--- config.mk ---
export PLATFORM = sky130hd
export DESIGN_NAME = pba_cfg
export DESIGN_NICKNAME = d
export VERILOG_FILES = /design/src/rtl/pool_and_bump_arena_allocator_core_assert.svh /design/src/rtl/pba_pkg.sv /design/src/rtl/pba_cfg.sv
export SDC_FILE = /design/constraint.sdc
export NUM_CORES = 1
export LEC_CHECK = 0
export ABC_AREA = 0
export BUFFER_PORTS_ARGS = -buffer_cell sky130_fd_sc_hd__buf_2
export CAP_MARGIN = 0
export CORE_MARGIN = 2
export CORE_UTILIZATION = 50
export CTS_CLUSTER_DIAMETER = 30
export DETAILED_ROUTE_END_ITERATION = 10
export PLACE_DENSITY = 0.75
export SLEW_MARGIN = 20
export SYNTH_ARGS = -nofsm -noshare
export SYNTH_HDL_FRONTEND = slang
export SYNTH_SLANG_ARGS = --single-unit
--- constraint.sdc ---
create_clock -name clk -period 3.5 [get_ports clk]
set_clock_uncertainty 0.2 [all_clocks]
set_input_delay 0.525 -clock clk [delete_from_list [all_inputs] [get_ports clk]]
set_output_delay 0.525 -clock clk [all_outputs]
set_load 0.05 [all_outputs]
--- src/rtl/pool_and_bump_arena_allocator_core_assert.svh ---
// Assertion macros for the arena allocator core.
// No dependencies; included by the top level inside its module body.
`ifndef POOL_AND_BUMP_ARENA_ALLOCATOR_CORE_ASSERT_SVH
`define POOL_AND_BUMP_ARENA_ALLOCATOR_CORE_ASSERT_SVH

// Same-cycle implication, disabled during reset.
`define PBA_ASSERT_IMP(lbl, clk, rst_n, ante, cons, msg) \
  lbl: assert property (@(posedge clk) disable iff (!rst_n) (ante) |-> (cons)) \
    else $error(msg);

// Next-cycle implication, disabled during reset.
`define PBA_ASSERT_NXT(lbl, clk, rst_n, ante, cons, msg) \
  lbl: assert property (@(posedge clk) disable iff (!rst_n) (ante) |=> (cons)) \
    else $error(msg);

`endif

--- src/rtl/pba_pkg.sv ---
// Shared types and constants for the pool and bump arena allocator.
// No dependencies.
package pba_pkg;

  localparam int ADDR_W      = 48;
  localparam int LEN_W       = 41;
  localparam int SHIFT_W     = 5;
  localparam int CFG_IDX_W   = 3;
  localparam int CFG_DATA_W  = 48;
  localparam int MAX_POOLS_D = 4096;

  localparam logic [SHIFT_W-1:0] SHIFT_MIN   = 5'd6;
  localparam logic [SHIFT_W-1:0] SHIFT_MAX   = 5'd30;
  localparam logic [SHIFT_W-1:0] SHIFT_RESET = 5'd18;
  localparam int                 LINE_BYTES  = 64;

  localparam logic [CFG_IDX_W-1:0] CFG_ENABLED    = 3'd0;
  localparam logic [CFG_IDX_W-1:0] CFG_ARENA_BASE = 3'd1;
  localparam logic [CFG_IDX_W-1:0] CFG_TOTAL      = 3'd2;
  localparam logic [CFG_IDX_W-1:0] CFG_LARGE      = 3'd3;
  localparam logic [CFG_IDX_W-1:0] CFG_SHIFT      = 3'd4;

  typedef enum logic [1:0] {
    OP_ACQUIRE  = 2'd0,
    OP_RELEASE  = 2'd1,
    OP_ALLOC    = 2'd2,
    OP_CONTAINS = 2'd3
  } pba_op_t;

  typedef struct packed {
    pba_op_t           operation;
    logic [ADDR_W-1:0] address;
    logic [LEN_W-1:0]  request_bytes;
  } pba_in_t;

  typedef struct packed {
    logic              ok;
    logic [ADDR_W-1:0] result_address;
    logic              first_exhaustion;
    logic              push_dropped;
  } pba_out_t;

  // Configuration as seen by the datapath, with derived zone bounds.
  typedef struct packed {
    logic               enabled;
    logic [ADDR_W-1:0]  arena_base;
    logic [LEN_W-1:0]   large_bytes;
    logic [ADDR_W:0]    pool_start;
    logic [LEN_W-1:0]   pool_span;
    logic [ADDR_W:0]    arena_end;
    logic [SHIFT_W-1:0] shift;
  } pba_cfg_t;

endpackage

--- src/rtl/pba_cfg.sv ---
// Configuration registers and derived zone bounds.
// Depends on pba_pkg.
module pba_cfg (
  input  logic                               clk,
  input  logic                               rst_n,
  input  logic                               cfg_we,
  input  logic [pba_pkg::CFG_IDX_W-1:0]      cfg_addr,
  input  logic [pba_pkg::CFG_DATA_W-1:0]     cfg_wdata,
  output pba_pkg::pba_cfg_t                  cfg
);
  import pba_pkg::*;

  logic               enabled_r;
  logic [ADDR_W-1:0]  base_r;
  logic [LEN_W-1:0]   total_r;
  logic [LEN_W-1:0]   large_r;
  logic [SHIFT_W-1:0] shift_r;
  pba_cfg_t           cfg_r;
  pba_cfg_t           cfg_nxt;

  always_ff @(posedge clk) begin
    if (!rst_n) begin
      enabled_r <= 1'b0;
      base_r    <= '0;
      total_r   <= '0;
      large_r   <= '0;
      shift_r   <= SHIFT_RESET;
    end else if (cfg_we) begin
      case (cfg_addr)
        CFG_ENABLED:    enabled_r <= cfg_wdata[0];
        CFG_ARENA_BASE: base_r    <= cfg_wdata[ADDR_W-1:0];
        CFG_TOTAL:      total_r   <= cfg_wdata[LEN_W-1:0];
        CFG_LARGE:      large_r   <= cfg_wdata[LEN_W-1:0];
        CFG_SHIFT:      shift_r   <= cfg_wdata[SHIFT_W-1:0];
        default: ;
      endcase
    end
  end

  always_comb begin
    cfg_nxt.enabled     = enabled_r;
    cfg_nxt.arena_base  = base_r;
    cfg_nxt.large_bytes = large_r;
    cfg_nxt.pool_start  = {1'b0, base_r} + (ADDR_W+1)'(large_r);
    cfg_nxt.arena_end   = {1'b0, base_r} + (ADDR_W+1)'(total_r);
    // pool zone is empty when the large zone overruns the arena
    cfg_nxt.pool_span   = (total_r >= large_r) ? (total_r - large_r) : '0;
    if (shift_r < SHIFT_MIN) begin
      cfg_nxt.shift = SHIFT_MIN;
    end else if (shift_r > SHIFT_MAX) begin
      cfg_nxt.shift = SHIFT_MAX;
    end else begin
      cfg_nxt.shift = shift_r;
    end
  end

  // bounds registered; user must write only while idle (unenforced)
  always_ff @(posedge clk) begin
    if (!rst_n) begin
      cfg_r <= '{enabled: 1'b0, arena_base: '0, large_bytes: '0, pool_start: '0,
                 pool_span: '0, arena_end: '0, shift: SHIFT_RESET};
    end else begin
      cfg_r <= cfg_nxt;
    end
  end

  assign cfg = cfg_r;

endmodule

# Word level (Yosys, flattened, before mapping)
# Cells that the tools add are included.
# Widths: inputs -> output; s select.
dict set report totals {
  ff_bits 370
  in_bits 54
  out_inout_bits 234
  wordCells 36
}
dict set report op_classes {
  n_addsub 3
  magnitude_cmp 3
  n_eq_ne 4
  muxes 2
  bitwise 1
  n_reduce_logical 9
}
# op n
set ops {}
lappend ops {{$add 48x41->49} 2}
lappend ops {{$ge 41x41->1} 1}
lappend ops {{$sub 41x41->41} 1}
lappend ops {{$reduce_and 2->1} 6}
lappend ops {{$mux 5} 2}
lappend ops {{$eq 3x2->1 const B} 2}
lappend ops {{$gt 5x5->1 const B} 1}
lappend ops {{$lt 5x3->1 const B} 1}
lappend ops {{$eq 3x1->1 const B} 1}
lappend ops {{$eq 3x3->1 const B} 1}
lappend ops {{$logic_not 3->1} 1}
lappend ops {{$reduce_or 3->1} 1}
lappend ops {{$reduce_or 2->1} 1}
lappend ops {{$not 1->1} 1}

# Depth between registers and ports, before layout
# Gate-level depths: netlist of run 1.
dict set report depth {
  word_depth 3
  ltp_mapped 13
  ltp_nobuf 12
}

# Least setup slack after synthesis of run 1
# No wires, ideal clock.
dict set report synth_path {
  path_type {register -> register}
  startpoint {register base_r[0]}
  endpoint {register cfg_r (netlist bit cfg[137])}
  setup_ns 0.122
  arrival_ns 3.149
  required_time_ns 3.178
  setup_slack_ns 0.029
  path_stages_with_launch 12
  n_path_buf 0
  synth_period_minus_slack_ns 3.471
  path_cell_list {dfxtp_1 ha_1 fa_1 a21o_1 a221o_1 o211a_1 a2111o_1 a21oi_2 o21ai_2 a41o_4 mux2i_1 a311o_1}
}
dict set report synth_via {
  elab_chain_len 1
}
# element line_no
set synth_lines {}
lappend synth_lines {{from (decl)} pba_cfg.sv:14} ;# logic [ADDR_W-1:0] base_r;
lappend synth_lines {{from (signal assigned)} pba_cfg.sv:31} ;# CFG_ARENA_BASE: base_r <= cfg_wdata[ADDR_W-1:0];
lappend synth_lines {{$add 48x41->49} pba_cfg.sv:44} ;# cfg_nxt.pool_start = {1'b0, base_r} + (ADDR_W+1)'(large_r);
lappend synth_lines {{to (signal assigned)} pba_cfg.sv:60} ;# cfg_r <= '{enabled: 1'b0, arena_base: '0, large_bytes: '0, pool_start: '0,
lappend synth_lines {{to (signal assigned)} pba_cfg.sv:63} ;# cfg_r <= cfg_nxt;
lappend synth_lines {{to (decl)} pba_cfg.sv:18} ;# pba_cfg_t cfg_r;
# No other way between the ends.
# A chain may end at the register's enable or synchronous reset.

# Worst setup path in the final report of run 1
# Same ends and word-level chain as after synthesis.

==> results of run 1 <==
-- power by group --
part / switching, mW / internal, mW / total, mW / leakage, nW
logic: 1.24 / 0.582 / 1.82 / 6.34
registers: 0.0773 / 4.39 / 4.47 / 3.00
clock network: 2.61 / 4.81 / 7.42 / 1.28
-- flip-flops by register name, summed over array words and instances (netlist names) --
signal and flops:
cfg 234, total_r 41, large_r 41, base_r 48, enabled_r 1, shift_r 5
-- final timing paths --
| path | startpoint | slack [ns] | endpoint |
|---|---|---|---|
| setup / recovery | base_r[0] | 0.11 | cfg[137] |
| hold / removal | cfg_wdata[8] | 0.004 | base_r[8] |
| setup reg to reg | base_r[0] | 0.11 | cfg[137] |
| hold reg to reg | large_r[31] | 0.27 | large_r[31] |
-- synthesized netlist by cell type (8+ instances only) --
master and count:
a31oi_1 21, xor2_1 46, o21ai_0 89, nand2_1 370, o211ai_1 9, o21a_1 19, a211oi_1 21, dfxtp_1 370
ha_1 123, nor2b_1 15, o21bai_1 18, and3_1 16, nand2b_1 10, clkbuf_1 100, xnor2_1 62, nor2_1 219
a21o_1 58, mux2i_1 8, nor3_1 27, nand3_1 29, inv_1 77, nand4_1 29, or3_1 13, and2_1 64
a21oi_1 269
-- worst register-to-register path: stages (launching register included) --
cell and delay (ns):
dfxtp_1 0.32, ha_2 0.20, fa_2 0.37, a21o_1 0.19, a221o_1 0.34, o211a_1 0.24, a2111o_1 0.43, a21oi_4 0.21
o21ai_2 0.10, a41o_4 0.25, mux2i_1 0.12, a311o_1 0.32
-- metal layers --
metal  wire length [um]  vias up  GRT usage, %
met4               3020        0          16.9
met5                  0        -             0
li1                   -     8221             -
met1              23500     8153          37.7
met3               4840      156          6.60
met2              26600      835          50.2
-- stage by stage --
step / total power [mW] / utilization [%] / area [um2] / hold slack (ns) / instances
CTS: 13.7 / 66.2 / 23000 / 0.0000122 / 3059
global placement: 6.26 / 57.4 / 19900 / 0.257 / 2884
finish: 13.7 / 66.5 / 23100 / 0.00447 / 3061
floorplan: 5.73 / - / 17700 / 0.230 / 2170
detailed placement: 6.27 / 57.4 / 19900 / 0.266 / 2884
global route: 14.1 / 66.5 / 23100 / 0.0124 / 3060
-- layout make-up --
type                    instances  area, um2
diodes                          1       2.50
clock buffers                  83       1950
clock inverters                55        719
fillers                      2838      11600
inverters                      77        294
multi-input cells            1616       9710
flip-flops and latches        370       7410
well taps                     455        569
repair buffers                404       2450
-- kinds of logic after synthesis --
group                      Yosys count  synth area share [%]
AOI/OAI and AO/OA                  566                  19.4
xor gates and xnor gates           108                  5.35
adders and majority gates          126                  9.04
buffers and inverters              184                  3.92
DFF                                370                  41.9
muxes                                8                 0.453
and+or+nand+nor                    808                  20.0
-- timing repair --
action | CTS | global route
endpoints found under the setup margin | 4 | 62
hold buffers | 36 | 0
hold endpoints to repair | 83 | 0
setup buffers | 1 | 1
pin swaps | 8 | 8
gates resized for setup | 2 | 29
==> qor.yml, run 1 <==
run_status: "completed"
final.setup.tns_ns: 0
fin_crit_ns: 3.39
grt.total_usage_pct: 30.7
finalHoldViolations: 0
netlist-cell-type-count: 67
yosysTopAreaCell: "dfxtp_1"
final_layout_size_suffix_gt1_share_pct: 20.7
crit_required_ns: 3.79
routed_wl_um: 57900
worstMarginPinSlew_ns: 1.12
maxCapViolCount: 0
setup_viol: 0
antenna_found_initial: 1
yosysSeqAreaShare_pct: 41.9
worstSetupStartpointType: "register"
dp_hpwl_um: 42600
first_global_vias: 16800
pre_cts_slack_ns: -0.110
avgRoutedWirePerCell_um: 18.9
drtAntennaViolNets: 0
final_common_cell: "nand2_1"
ios: 288
power_density_mw_per_mm2: 593
drc: 0
drt-initial-drc-count: 1284
synth_area_per_cell_um2: 8.15
via_per_inst: 5.67
netlist.area_leader.share_pct: 41.9
vias: 17400
max_slew_margin_pct: 25.0
cpPeakStageDelay_ns: 0.43
irDropWorstVdd_mv: 0.389
place_congestion: 0.981
insertion_delay_ns: 0.61
synth_edf_count: 0
dr.pass1.iters: 5
clkSlewWorstSetupHoldPaths_ns: 0.05
fp.dieW_um: 192
die_height_um: 192
cts_buffers: 75
gr-total-overflow: 0
cts_tree: "yes"
crit_cells: 11
synthFlopType: "dfxtp_1"
core_area_mm2: 0.0347
synthesis.nets: 2350
critPathTopFamily: "compound AO/OA/AOI/OAI gates"
setup_ws_ns: 0.111
path_buf_inv: 0
initial_core_util_pct: 50.9
synth_seq_cells: 370
clk_path_buf_depth: 3
yosysWarnings: 0
min-delay-path-class: "input pin to register"
ff2ff_path_depth: 11
cts.sinks: 370
cpMaxStageDelayCell: "a2111o_1"
critPathKind: "register to register"
num_rows: 68
area_growth_pct: 30.6
path_max_fanout: 5
syn_area_mm2: 0.0177
whs_path_depth: 3
slew_violations: 0
place.port_buffers: 287
synth_area_leaders: "dfxtp_1, ha_1, nand2_1, a21oi_1, nor2_1"
end_kind: "register"
synth-async-reset-ratio_pct: 0
final_cell_mix: "nand2_1, dfxtp_1, buf_2, a21oi_1, nor2_1"
htree_levels: 3
finalCritPeriodShare_pct: 96.8
fin_nets: 2724
grt_max_degree: 63
grt_pass1_wl_um: 88600
max_freq_ghz: 0.295
clock-root-buffer: "clkbuf_16"
dieArea_mm2: 0.0369
crit_path_cell_trace: "ha_2, fa_2, a21o_1, a221o_1, o211a_1, a2111o_1, a21oi_4, o21ai_2, a41o_4, mux2i_1, a311o_1"
arrival_ns: 3.67
syn_inst: 2170
p_leak_nw: 10.6
Power figures use the tool's default switching activity.
==> run 2: changes to the inputs <==
--- a/config.mk
+++ b/config.mk
@@ -12,7 +12,7 @@
 export CORE_UTILIZATION = 50
 export CTS_CLUSTER_DIAMETER = 30
 export DETAILED_ROUTE_END_ITERATION = 10
-export PLACE_DENSITY = 0.75
+export PLACE_DENSITY = 0.72
 export SLEW_MARGIN = 20
 export SYNTH_ARGS = -nofsm -noshare
 export SYNTH_HDL_FRONTEND = slang
==> constraint.sdc (replaced) <==
create_clock -name clk -period 4.1 [get_ports clk]
set_clock_uncertainty 0.2 [all_clocks]
set_input_delay 0.615 -clock clk [delete_from_list [all_inputs] [get_ports clk]]
set_output_delay 0.615 -clock clk [all_outputs]
set_load 0.05 [all_outputs]
==> run 2 against run 1 <==
Worst hold slack improved by 0.083 ns. First-iteration DRC count rose by 6.6%. Clock power decreased by 23%. Largest cell class unchanged.
==> qor.yml, run 2 (synthesis gave the netlist of run 1 again) <==
run_status: "completed"
cts.sinks: 370  # unchanged
antenna_found_initial: 1  # unchanged
die_height_um: 192  # unchanged
ios: 288  # unchanged
insertion_delay_ns: 0.58  # -0.03 ns
via_per_inst: 5.65  # -0.33%
setup_viol: 0  # unchanged
vias: 16700  # -3.6%
num_rows: 68  # unchanged
num-fill-cells: 3048  # +7.4%
power_density_mw_per_mm2: 501  # -16%
grt.total_usage_pct: 30.0  # -0.70 points
max_freq_ghz: 0.254  # -14%
dr.pass1.iters: 6  # +1
drtAntennaViolNets: 0  # unchanged
largest_register_ffs: 234  # unchanged
finalCritPeriodShare_pct: 96.0  # -0.81 points
gr-total-overflow: 0  # unchanged
crit_path_cell_trace: "inv_1, ha_1, fa_1, nand2b_1, a211oi_1, o2111ai_1, nand4_1, a41oi_1, o41ai_1, buf_4, a31o_2, xnor2_1, nor2_1"
path_max_fanout: 4  # -1
worstMarginPinSlew_ns: 0.826  # -0.298 ns
htree_levels: 3  # unchanged
drc: 0  # unchanged
final_layout_size_suffix_gt1_share_pct: 18.0  # -2.7 points
core_area_mm2: 0.0347  # unchanged
clkPwrFrac_pct: 52.2  # -1.9 points
cts_setup_buffers: 0  # -1
dieArea_mm2: 0.0369  # unchanged
final.setup.tns_ns: 0  # unchanged
place_congestion: 0.929  # -5.3%
p_seq_share_pct: 34.7  # +2.1 points
place.port_buffers: 287  # unchanged
path_buf_inv: 2  # +2
final_cell_mix: "nand2_1, dfxtp_1, buf_2, a21oi_1, nor2_1"
fin_nets: 2628  # -3.5%
worstSetupStartpointType: "register"
finalHoldViolations: 0  # unchanged
cts_tree: "yes"
grt_setup_unrepaired: "false"
fin_crit_ns: 3.94  # +0.548 ns
ctsResizeCount: 0  # -2
holdWs_ns: 0.0870  # +0.0825 ns
comb_power_share_pct: 13.0  # -0.3 points
grt_max_degree: 85  # +35%
cpPeakStageDelay_ns: 0.49  # +0.06 ns
avgRoutedWirePerCell_um: 19.1  # +0.73%
cts_buffers: 73  # -2.7%
routed_wl_um: 56500  # -2.6%
maxCapViolCount: 0  # unchanged
clk_path_buf_depth: 3  # unchanged
end_kind: "register"
grt_pass1_wl_um: 85800  # -3.1%
power.net_switching_mw: 3.14  # -20%
arrival_ns: 4.19  # +0.52 ns
sw_frac_of_total_pct: 28.6  # -0.044 points
cpMaxStageDelayCell: "a211oi_1"
cts-hold-fix-buffers: 0  # -100%
initial_core_util_pct: 50.9  # unchanged
max_slew_margin_pct: 43.5  # +18 points
clkSlewWorstSetupHoldPaths_ns: 0.05  # about the same
crit_required_ns: 4.36  # +0.57 ns
clock-root-buffer: "clkbuf_16"
min-delay-path-class: "input pin to register"
drt-initial-drc-count: 1369  # +6.6%
p_int_mw: 7.85  # -20%
fp.dieW_um: 192  # unchanged
dp_hpwl_um: 41300  # -3.1%
first_global_vias: 15800  # -5.9%
critPathKind: "register to register"
critPathTopFamily: "compound AO/OA/AOI/OAI gates"
irDropWorstVdd_mv: 0.402  # +3.4%
p_leak_nw: 10.1  # -5.1%
area_growth_pct: 24.1
slew_violations: 0  # unchanged
-- run 2: worst min-delay path, cell delays in order --
cell     delay (ns)
buf_2          0.09
nand2_1        0.04
a21oi_1        0.05
-- run 2: area by class of cell --
type | count | area [um2] | share of cell area (%)
Sequential cell | 370 | 7410 | 33.8
Clock buffer | 85 | 1970 | 8.96
Clock inverter | 47 | 448 | 2.04
Inverter | 77 | 297 | 1.35
Multi-Input combinational cell | 1616 | 9590 | 43.7
Antenna cell | 1 | 2.50 | 0.0114
Timing Repair Buffer | 310 | 1660 | 7.57
Tap cell | 455 | 569 | 2.59
-- run 2: per-layer routing --
metal / up-vias / GRT usage, % / wire (um)
met5: - / 0 / 0
li1: 8031 / - / -
met2: 784 / 49.3 / 26000
met4: 0 / 13.6 / 2160
met3: 113 / 5.97 / 4670
met1: 7815 / 38.1 / 23700
-- run 2: power groups by stage --
stage | Combinational, mW | Clock [mW] | Sequential (mW)
3_5_place_dp | 1.41 | 0 | 3.89
3_3_place_gp | 1.40 | 0 | 3.89
6_report | 1.43 | 5.74 | 3.82
5_1_grt | 1.53 | 5.98 | 3.83
2_1_floorplan | 0.612 | 0 | 4.28
4_1_cts | 1.42 | 5.80 | 3.82
-- run 2: metrics by stage --
step / utilization (%) / setup slack [ns] / area, um2 / total power [mW] / cells
after global routing: 63.2 / 0.0972 / 21900 / 11.3 / 2961
final: 63.2 / 0.163 / 21900 / 11.0 / 2961
after global placement: 56.1 / 0.371 / 19500 / 5.29 / 2826
after detailed placement: 56.3 / 0.316 / 19500 / 5.30 / 2828
after CTS: 63.2 / 0.299 / 21900 / 11.0 / 2960
after floorplan: - / 0.629 / 17700 / 4.89 / 2170
-- run 2: worst paths after layout --
kind / start / end / slack (ns) / depth (start not counted)
worst max-delay path: total_r[0] / cfg[92] / 0.16 / 13
worst min-delay path: cfg_wdata[42] / base_r[42] / 0.09 / 3
worst max register to register: total_r[0] / cfg[92] / 0.16 / 13
worst min register to register: shift_r[0] / cfg[0] / 0.26 / 1
